### src/rtl/slwue_pkg.sv
package slwue_pkg;

    localparam int PIXEL_BYTES = 2;
    localparam int PIX_SHIFT   = $clog2(PIXEL_BYTES);

    localparam logic [7:0] CMD_COLUMN_SET   = 8'h2a;
    localparam logic [7:0] CMD_ROW_SET      = 8'h2b;
    localparam logic [7:0] CMD_MEMORY_WRITE = 8'h2c;

    localparam logic [15:0] STRIDE_RESET = 16'd640;

    localparam logic REG_FB_BASE = 1'b0;
    localparam logic REG_STRIDE  = 1'b1;

    localparam logic FUNC_WINDOW = 1'b0;
    localparam logic FUNC_PIXEL  = 1'b1;

    localparam logic [3:0] WINDOW_BEATS = 4'd11;
    localparam logic [3:0] PIXEL_BEATS  = 4'd2;

    localparam logic [3:0] BEAT_COL_CMD = 4'd0;
    localparam logic [3:0] BEAT_X_HI    = 4'd1;
    localparam logic [3:0] BEAT_X_LO    = 4'd2;
    localparam logic [3:0] BEAT_X2_HI   = 4'd3;
    localparam logic [3:0] BEAT_X2_LO   = 4'd4;
    localparam logic [3:0] BEAT_ROW_CMD = 4'd5;
    localparam logic [3:0] BEAT_Y_HI    = 4'd6;
    localparam logic [3:0] BEAT_Y_LO    = 4'd7;
    localparam logic [3:0] BEAT_Y2_HI   = 4'd8;
    localparam logic [3:0] BEAT_Y2_LO   = 4'd9;
    localparam logic [3:0] BEAT_MEM_CMD = 4'd10;
    localparam logic [3:0] BEAT_PIX_HI  = 4'd0;

    typedef struct packed {
        logic        pixel;
        logic [15:0] w0;
        logic [15:0] w1;
        logic [15:0] w2;
        logic [15:0] w3;
        logic [16:0] row_abs;
        logic [16:0] col_abs;
        logic        done;
    } job_t;

    typedef struct packed {
        logic        pixel;
        logic [15:0] w0;
        logic [15:0] w1;
        logic [15:0] w2;
        logic [15:0] w3;
        logic [31:0] prod;
        logic [31:0] base_col;
        logic        done;
    } prod_t;

endpackage

### src/rtl/slwue_ctrl.sv
module slwue_ctrl import slwue_pkg::*; (
    input  logic        aclk,
    input  logic        aresetn,
    input  logic        accept,
    input  logic        func,
    input  logic [15:0] x_start,
    input  logic [15:0] y_start,
    input  logic [15:0] area_width,
    input  logic [15:0] area_height,
    input  logic [15:0] pixel,
    input  logic        job_take,
    output logic        job_valid,
    output job_t        job
);

    logic        active_reg, active_next;
    logic [15:0] win_x_reg, win_x_next;
    logic [15:0] win_y_reg, win_y_next;
    logic [15:0] win_w_reg, win_w_next;
    logic [15:0] win_h_reg, win_h_next;
    logic [15:0] col_count_reg, col_count_next;
    logic [15:0] row_count_reg, row_count_next;
    logic        job_valid_reg, job_valid_next;
    job_t        job_reg, job_next;

    logic [16:0] col_inc, row_inc, col_new, row_new;
    logic        wrap, finish;
    logic [15:0] x_end, y_end;
    logic        emits;

    always_comb begin
        col_inc = {1'b0, col_count_reg} + 17'd1;
        row_inc = {1'b0, row_count_reg} + 17'd1;
        wrap    = col_inc >= {1'b0, win_w_reg};
        col_new = wrap ? 17'd0 : col_inc;
        row_new = wrap ? row_inc : {1'b0, row_count_reg};
        finish  = row_new >= {1'b0, win_h_reg};
        x_end   = x_start + area_width - 16'd1;
        y_end   = y_start + area_height - 16'd1;
        emits   = accept && ((func == FUNC_WINDOW) || active_reg);

        active_next    = active_reg;
        win_x_next     = win_x_reg;
        win_y_next     = win_y_reg;
        win_w_next     = win_w_reg;
        win_h_next     = win_h_reg;
        col_count_next = col_count_reg;
        row_count_next = row_count_reg;
        job_next       = job_reg;

        if (accept && func == FUNC_WINDOW) begin
            win_x_next       = x_start;
            win_y_next       = y_start;
            win_w_next       = area_width;
            win_h_next       = area_height;
            col_count_next   = 16'd0;
            row_count_next   = 16'd0;
            active_next      = (area_width != 16'd0) && (area_height != 16'd0);
            job_next.pixel   = FUNC_WINDOW;
            job_next.w0      = x_start;
            job_next.w1      = x_end;
            job_next.w2      = y_start;
            job_next.w3      = y_end;
            job_next.row_abs = {1'b0, y_start};
            job_next.col_abs = {1'b0, x_start};
            job_next.done    = 1'b0;
        end else if (accept && active_reg) begin
            if (finish) begin
                active_next    = 1'b0;
                col_count_next = 16'd0;
                row_count_next = 16'd0;
            end else begin
                col_count_next = col_new[15:0];
                row_count_next = row_new[15:0];
            end
            job_next.pixel   = FUNC_PIXEL;
            job_next.w0      = pixel;
            job_next.w1      = 16'd0;
            job_next.w2      = 16'd0;
            job_next.w3      = 16'd0;
            job_next.row_abs = {1'b0, win_y_reg} + {1'b0, row_new[15:0]};
            job_next.col_abs = {1'b0, win_x_reg} + {1'b0, col_new[15:0]};
            job_next.done    = finish;
        end

        if (emits) begin
            job_valid_next = 1'b1;
        end else if (job_take) begin
            job_valid_next = 1'b0;
        end else begin
            job_valid_next = job_valid_reg;
        end
    end

    always_ff @(posedge aclk) begin
        if (!aresetn) begin
            active_reg    <= 1'b0;
            win_x_reg     <= 16'd0;
            win_y_reg     <= 16'd0;
            win_w_reg     <= 16'd0;
            win_h_reg     <= 16'd0;
            col_count_reg <= 16'd0;
            row_count_reg <= 16'd0;
            job_valid_reg <= 1'b0;
        end else begin
            active_reg    <= active_next;
            win_x_reg     <= win_x_next;
            win_y_reg     <= win_y_next;
            win_w_reg     <= win_w_next;
            win_h_reg     <= win_h_next;
            col_count_reg <= col_count_next;
            row_count_reg <= row_count_next;
            job_valid_reg <= job_valid_next;
        end
    end

    always_ff @(posedge aclk) begin
        job_reg <= job_next;
    end

    assign job_valid = job_valid_reg;
    assign job       = job_reg;

endmodule

### src/rtl/slwue_addr.sv
module slwue_addr import slwue_pkg::*; (
    input  logic        aclk,
    input  logic        aresetn,
    input  logic        job_valid,
    input  job_t        job,
    output logic        job_take,
    input  logic [31:0] fb_base,
    input  logic [15:0] stride,
    input  logic        prod_take,
    output logic        prod_valid,
    output prod_t       prod
);

    logic        prod_valid_reg, prod_valid_next;
    prod_t       prod_reg, prod_next;
    logic [32:0] mult;

    always_comb begin
        job_take = job_valid && (!prod_valid_reg || prod_take);
        mult     = {16'd0, job.row_abs} * {17'd0, stride};

        prod_next          = prod_reg;
        if (job_take) begin
            prod_next.pixel    = job.pixel;
            prod_next.w0       = job.w0;
            prod_next.w1       = job.w1;
            prod_next.w2       = job.w2;
            prod_next.w3       = job.w3;
            prod_next.prod     = mult[31:0];
            prod_next.base_col = fb_base + (32'(job.col_abs) << PIX_SHIFT);
            prod_next.done     = job.done;
        end

        if (job_take) begin
            prod_valid_next = 1'b1;
        end else if (prod_take) begin
            prod_valid_next = 1'b0;
        end else begin
            prod_valid_next = prod_valid_reg;
        end
    end

    always_ff @(posedge aclk) begin
        if (!aresetn) begin
            prod_valid_reg <= 1'b0;
        end else begin
            prod_valid_reg <= prod_valid_next;
        end
    end

    always_ff @(posedge aclk) begin
        prod_reg <= prod_next;
    end

    assign prod_valid = prod_valid_reg;
    assign prod       = prod_reg;

endmodule

### src/rtl/slwue_emit.sv
module slwue_emit import slwue_pkg::*; (
    input  logic        aclk,
    input  logic        aresetn,
    input  logic        prod_valid,
    input  prod_t       prod,
    output logic        prod_take,
    input  logic        out_ready,
    output logic        out_valid,
    output logic [7:0]  out_byte,
    output logic        is_data,
    output logic        last,
    output logic        area_done,
    output logic [31:0] next_addr
);

    logic        busy_reg, busy_next;
    logic [3:0]  idx_reg, idx_next;
    logic        pixel_reg, pixel_next;
    logic        done_reg, done_next;
    logic [15:0] w0_reg, w0_next;
    logic [15:0] w1_reg, w1_next;
    logic [15:0] w2_reg, w2_next;
    logic [15:0] w3_reg, w3_next;
    logic [31:0] addr_reg, addr_next;
    logic [3:0]  n_beats;
    logic        last_beat;

    always_comb begin
        n_beats   = pixel_reg ? PIXEL_BEATS : WINDOW_BEATS;
        last_beat = idx_reg == (n_beats - 4'd1);
        prod_take = prod_valid && (!busy_reg || (out_ready && last_beat));

        busy_next  = busy_reg;
        idx_next   = idx_reg;
        pixel_next = pixel_reg;
        done_next  = done_reg;
        w0_next    = w0_reg;
        w1_next    = w1_reg;
        w2_next    = w2_reg;
        w3_next    = w3_reg;
        addr_next  = addr_reg;

        if (prod_take) begin
            busy_next  = 1'b1;
            idx_next   = 4'd0;
            pixel_next = prod.pixel;
            done_next  = prod.done;
            w0_next    = prod.w0;
            w1_next    = prod.w1;
            w2_next    = prod.w2;
            w3_next    = prod.w3;
            addr_next  = prod.done ? 32'd0 : prod.prod + prod.base_col;
        end else if (busy_reg && out_ready) begin
            if (last_beat) begin
                busy_next = 1'b0;
            end else begin
                idx_next = idx_reg + 4'd1;
            end
        end
    end

    always_comb begin
        if (pixel_reg) begin
            out_byte = (idx_reg == BEAT_PIX_HI) ? w0_reg[15:8] : w0_reg[7:0];
            is_data  = 1'b1;
        end else begin
            case (idx_reg)
                BEAT_COL_CMD: out_byte = CMD_COLUMN_SET;
                BEAT_X_HI:    out_byte = w0_reg[15:8];
                BEAT_X_LO:    out_byte = w0_reg[7:0];
                BEAT_X2_HI:   out_byte = w1_reg[15:8];
                BEAT_X2_LO:   out_byte = w1_reg[7:0];
                BEAT_ROW_CMD: out_byte = CMD_ROW_SET;
                BEAT_Y_HI:    out_byte = w2_reg[15:8];
                BEAT_Y_LO:    out_byte = w2_reg[7:0];
                BEAT_Y2_HI:   out_byte = w3_reg[15:8];
                BEAT_Y2_LO:   out_byte = w3_reg[7:0];
                BEAT_MEM_CMD: out_byte = CMD_MEMORY_WRITE;
                default:      out_byte = 8'd0;
            endcase
            is_data = !(idx_reg inside {BEAT_COL_CMD, BEAT_ROW_CMD, BEAT_MEM_CMD});
        end
        last      = last_beat;
        area_done = pixel_reg && done_reg && last_beat;
        next_addr = addr_reg;
        out_valid = busy_reg;
    end

    always_ff @(posedge aclk) begin
        if (!aresetn) begin
            busy_reg <= 1'b0;
            idx_reg  <= 4'd0;
        end else begin
            busy_reg <= busy_next;
            idx_reg  <= idx_next;
        end
    end

    always_ff @(posedge aclk) begin
        pixel_reg <= pixel_next;
        done_reg  <= done_next;
        w0_reg    <= w0_next;
        w1_reg    <= w1_next;
        w2_reg    <= w2_next;
        w3_reg    <= w3_next;
        addr_reg  <= addr_next;
    end

endmodule

### src/rtl/spi_lcd_window_update_engine_unit.sv
// Channel   Dir  Beat contents
// s_axis    in   one window request (tuser 0) or one pixel (tuser 1)
// m_axis    out  one serial byte with its D/C level, address and end flags
// cfg       in   register write: 0 framebuffer base, 1 row stride
//
// A window request produces eleven output beats and a pixel two, one beat per cycle
// while m_tready is high, so the byte emitter sets the rate. The first beat of an item
// appears after it passes the control, address and emitter registers; a pixel received
// while no area is active is accepted and dropped.
// Reset is synchronous, clears pipeline and window state, sets base 0 and stride 640.
// A stall on m_tready holds the beat; two queued items are taken before s_tready falls.
module spi_lcd_window_update_engine_unit import slwue_pkg::*; (
    input  logic        aclk,
    input  logic        aresetn,
    input  logic        s_tvalid,
    output logic        s_tready,
    // x_start, y_start, area_width, area_height, pixel
    input  logic [79:0] s_tdata,
    // func
    input  logic        s_tuser,
    output logic        m_tvalid,
    input  logic        m_tready,
    // out_byte, next_addr
    output logic [39:0] m_tdata,
    // is_data, area_done
    output logic [1:0]  m_tuser,
    output logic        m_tlast,
    input  logic        cfg_wen,
    input  logic        cfg_idx,
    input  logic [31:0] cfg_wdata
);

    logic [31:0] fb_base_reg, fb_base_next;
    logic [15:0] stride_reg, stride_next;
    logic        accept;
    logic        job_valid, job_take;
    job_t        job;
    logic        prod_valid, prod_take;
    prod_t       prod;
    logic [7:0]  out_byte;
    logic        is_data, area_done;
    logic [31:0] next_addr;

    always_comb begin
        fb_base_next = fb_base_reg;
        stride_next  = stride_reg;
        if (cfg_wen && cfg_idx == REG_FB_BASE) begin
            fb_base_next = cfg_wdata;
        end
        if (cfg_wen && cfg_idx == REG_STRIDE) begin
            stride_next = cfg_wdata[15:0];
        end
    end

    always_ff @(posedge aclk) begin
        if (!aresetn) begin
            fb_base_reg <= 32'd0;
            stride_reg  <= STRIDE_RESET;
        end else begin
            fb_base_reg <= fb_base_next;
            stride_reg  <= stride_next;
        end
    end

    assign s_tready = !job_valid || job_take;
    assign accept   = s_tvalid && s_tready;

    slwue_ctrl u_ctrl (
        .aclk        (aclk),
        .aresetn     (aresetn),
        .accept      (accept),
        .func        (s_tuser),
        .x_start     (s_tdata[15:0]),
        .y_start     (s_tdata[31:16]),
        .area_width  (s_tdata[47:32]),
        .area_height (s_tdata[63:48]),
        .pixel       (s_tdata[79:64]),
        .job_take    (job_take),
        .job_valid   (job_valid),
        .job         (job)
    );

    slwue_addr u_addr (
        .aclk       (aclk),
        .aresetn    (aresetn),
        .job_valid  (job_valid),
        .job        (job),
        .job_take   (job_take),
        .fb_base    (fb_base_reg),
        .stride     (stride_reg),
        .prod_take  (prod_take),
        .prod_valid (prod_valid),
        .prod       (prod)
    );

    slwue_emit u_emit (
        .aclk       (aclk),
        .aresetn    (aresetn),
        .prod_valid (prod_valid),
        .prod       (prod),
        .prod_take  (prod_take),
        .out_ready  (m_tready),
        .out_valid  (m_tvalid),
        .out_byte   (out_byte),
        .is_data    (is_data),
        .last       (m_tlast),
        .area_done  (area_done),
        .next_addr  (next_addr)
    );

    assign m_tdata = {next_addr, out_byte};
    assign m_tuser = {area_done, is_data};

endmodule

### config.mk
export PLATFORM = sky130hd
export DESIGN_NAME = spi_lcd_window_update_engine_unit
export DESIGN_NICKNAME = d
export VERILOG_FILES = /design/src/rtl/slwue_pkg.sv /design/src/rtl/slwue_ctrl.sv /design/src/rtl/slwue_addr.sv /design/src/rtl/slwue_emit.sv /design/src/rtl/spi_lcd_window_update_engine_unit.sv
export SDC_FILE = /design/constraint.sdc
export NUM_CORES = 2
export LEC_CHECK = 0
export ABC_AREA = 1
export BUFFER_PORTS_ARGS = -buffer_cell sky130_fd_sc_hd__buf_2
export CAP_MARGIN = 10
export CELL_PAD_IN_SITES_DETAIL_PLACEMENT = 0
export CELL_PAD_IN_SITES_GLOBAL_PLACEMENT = 1
export CORE_AREA = 3 3 303 246
export DETAILED_ROUTE_END_ITERATION = 6
export DIE_AREA = 0 0 306 249
export PLACE_DENSITY_LB_ADDON = 0.1
export SLEW_MARGIN = 20
export SYNTH_ARGS = -nofsm -noshare
export SYNTH_HDL_FRONTEND = slang
export SYNTH_SLANG_ARGS = --single-unit
### constraint.sdc
create_clock -name aclk -period 8.1 [get_ports aclk]
set_clock_uncertainty 0.15 [all_clocks]
set_input_delay 0.405 -clock aclk [delete_from_list [all_inputs] [get_ports aclk]]
set_output_delay 0.405 -clock aclk [all_outputs]
set_load 0.02 [all_outputs]
==> metrics.txt <==
first-pass GRT wire length 153000 um; Worst IR Drop VDD 0.164 mV; synth warn 0; TritonCTS clock tree done; Top Ports 164; most crowded layer after global routing met1; Syn Std Cell Area 34300 sq um; Worst Setup SP stride_reg[1]; met1 Track Usage GR 41.9%; H-tree depth 2; final setup vio count 0; worst reg2reg path depth 18; area of the multi-input gates 18000 sq um; FF/Latch Area 12900 sq um; max FFs per register 130; largest family of logic cells by synthesized area adder cells; Slowest Stage Delay on Critical Path 0.86 ns; count leader, synth nand2_1; mux contribution to synthesized area 0%; Final period util 78.3%; Initial DRC Count 2236; nature of the critical path endpoint register; Root Driver clkbuf_16; Worst Path Arrival 6.55 ns; RSZ-0062 raised after global routing false; worst-margin pin slew 1.15 ns; Max FO, Critical Path 18; xor-xnor portion of the synthesized cell area 2.53%; CTS Sinks 480; Hold Path Cell Cnt 3; reg-to-reg setup timing slack 1.76 ns; reg2reg start stride_reg[1]; vias in the first global route 25500; Async S/R FF share, synth 0%; input/output buffers 163; Final Hold Vio Count 0; Reg clk slew, reported paths 0.07 ns; DRC violations left 0; TritonRoute pass-1 iters 5; clock latency at the later pin of the worst-skew pair 0.61 ns; post-synthesis sequential area ratio 37.5%; Synth-to-Final Area Change 11.6%; initial antenna violation count 1; worst-case clock buffer depth 3; HP Start s_tdata[25]; met3 usage 5.98%; Syn Nets 4594; ratio of cells with drive above 1 in the final layout 8.03%; GRT Overall Usage 26.1%; WL/cell 19.3 um; vias after detailed routing 26600; status finished, final reports clean; synth top area cells edfxtp_1, fa_1, ha_1; power per cell area 229 nW/um^2; leading area contributor after synthesis edfxtp_1; Mean Syn Cell Area 8.61 sq um; ANT nets after route 0; largest net degree at the start of global routing 80; CP required 8.31 ns; Fin Setup TNS 0 ns; Die Ht 249 um; PostCTS Resize Cnt 0; Fmax 0.158 GHz; Post-Synthesis Cells 3985; std cell rows 88; grt ovf 0; Top cell by count, worst path fa_1; crit start category register; area of the die 76200 sq um; Worst Hold Class in -> reg; Main synth FF type edfxtp_1; Cell variety after synth 57; share of the synthesized area in the top cell type 28.4%; Simple-Gate Fraction of Synth Area 16.6%; WL final 99200 um; placeable core area 71700 sq um; CP Cell Sequence nand2_1 -> fa_1 -> fa_1 -> fa_1 -> inv_1 -> fa_1 -> fa_1 -> inv_1 -> fa_1 -> inv_1 -> ha_1 -> a21oi_1 -> a21boi_0 -> nand2_1 -> a31oi_1 -> o21bai_1 -> a21oi_1 -> xnor2_1; Compound-Gate Fraction of Synth Area 10.8%; Slew Limit Fails 0; Antenna diodes 0; die width 306 um; flops & latches, synth 480; Placed Instances 4973; vias per cell 5.18; met2 usage in global routing 36.0%; max-cap violations 0; post-layout net count 4765; Layout Cells excl Fill 5144; Leakage 18.3 nW; hpwl dp 76900 um; EDFF count, synth 324; Worst slew margin 22.9%; post-synthesis adder-cell area fraction 22.5%; most frequent cells after synthesis nand2_1, inv_1, nor2_1, edfxtp_1, a21oi_1; critical path class reg -> reg; crit path time final 6.34 ns; fillcell total 6817; CP max-delay cell dfxtp_1; Initial Utilization 47.9%; GPL Wtd Cong 0.884; Num CTS Buffers 51
[report_power, final]
| group | internal, mW | total, mW | switching, mW |
|---|---|---|---|
| registers | 2.90 | 3.06 | 0.164 |
| clock network | 1.47 | 2.50 | 1.03 |
| logic | 1.14 | 3.21 | 2.08 |
[layout by cell type (no fill, tap or decap), drive strengths merged, types with 22 or more instances in the layout]
| master | instances |
|---|---|
| xor2 | 67 |
| a21oi | 314 |
| dlygate4sd3 | 75 |
| fa | 213 |
| nand2 | 797 |
| clkbuf | 62 |
| nand4 | 29 |
| xnor2 | 32 |
| nand3 | 117 |
| o21ai | 246 |
| buf | 174 |
| clkinv | 22 |
| nor3 | 34 |
| ha | 277 |
| nor2 | 348 |
| inv | 756 |
| edfxtp | 324 |
| dfxtp | 156 |
[stage by stage]
stage	area, sq um	hold WS, ns	power, mW	setup slack [ns]	util [%]
global route	38300	0.0157	9.37	1.38	53.4
CTS	38300	0.000942	8.77	1.83	53.4
detailed placement	35800	0.255	6.23	1.84	49.9
floorplan	34300	0.250	5.31	2.15	-
global placement	35800	0.251	6.23	1.90	49.9
finish	38300	0.0212	8.77	1.76	53.4
[timing repair]
action                    CTS  global route
setup buffers               0             0
hold buffers               75             0
hold endpoints to repair   75             0
[cell families after synthesis]
kind of cell / after synthesis
XOR/XNOR: 99
AO/OA/AOI/OAI: 671
flip-flops: 480
adder cells (fa/ha/maj): 490
AND/OR/NAND/NOR: 1360
buffers and inverters: 885
[final cells by class]
class                      instances  area share [%]
multi-input combinational       2620            47.0
clock inverter                    34            1.04
timing repair buffer             249            4.31
inverter                         754            7.40
tap                              945            3.09
sequential                       480            33.6
clock buffer                      62            3.66
[per-layer routing]
layer,part of all wire [%],up-vias
met3,8.3,77
met1,51,12500
met4,1.3,0
met5,0,-
met2,39,851
li1,-,13200
[worst paths after layout]
check	end
worst max register to register	u_addr.prod[56]
worst max-delay path	u_addr.prod[56]
worst min-delay path	u_ctrl.job[60]
worst min register to register	u_addr.prod[108]
[worst max-delay path, delay by kind of cell, from the launching register on]
family / cells / cell delay [ns]
XOR/XNOR: 1 / 0.09
AND/OR/NAND/NOR: 2 / 0.25
flip-flops: 1 / 0.86
AO/OA/AOI/OAI: 5 / 1.13
buffers and inverters: 3 / 0.16
adder cells (fa/ha/maj): 7 / 3.41
Power figures use the tool's default switching activity.
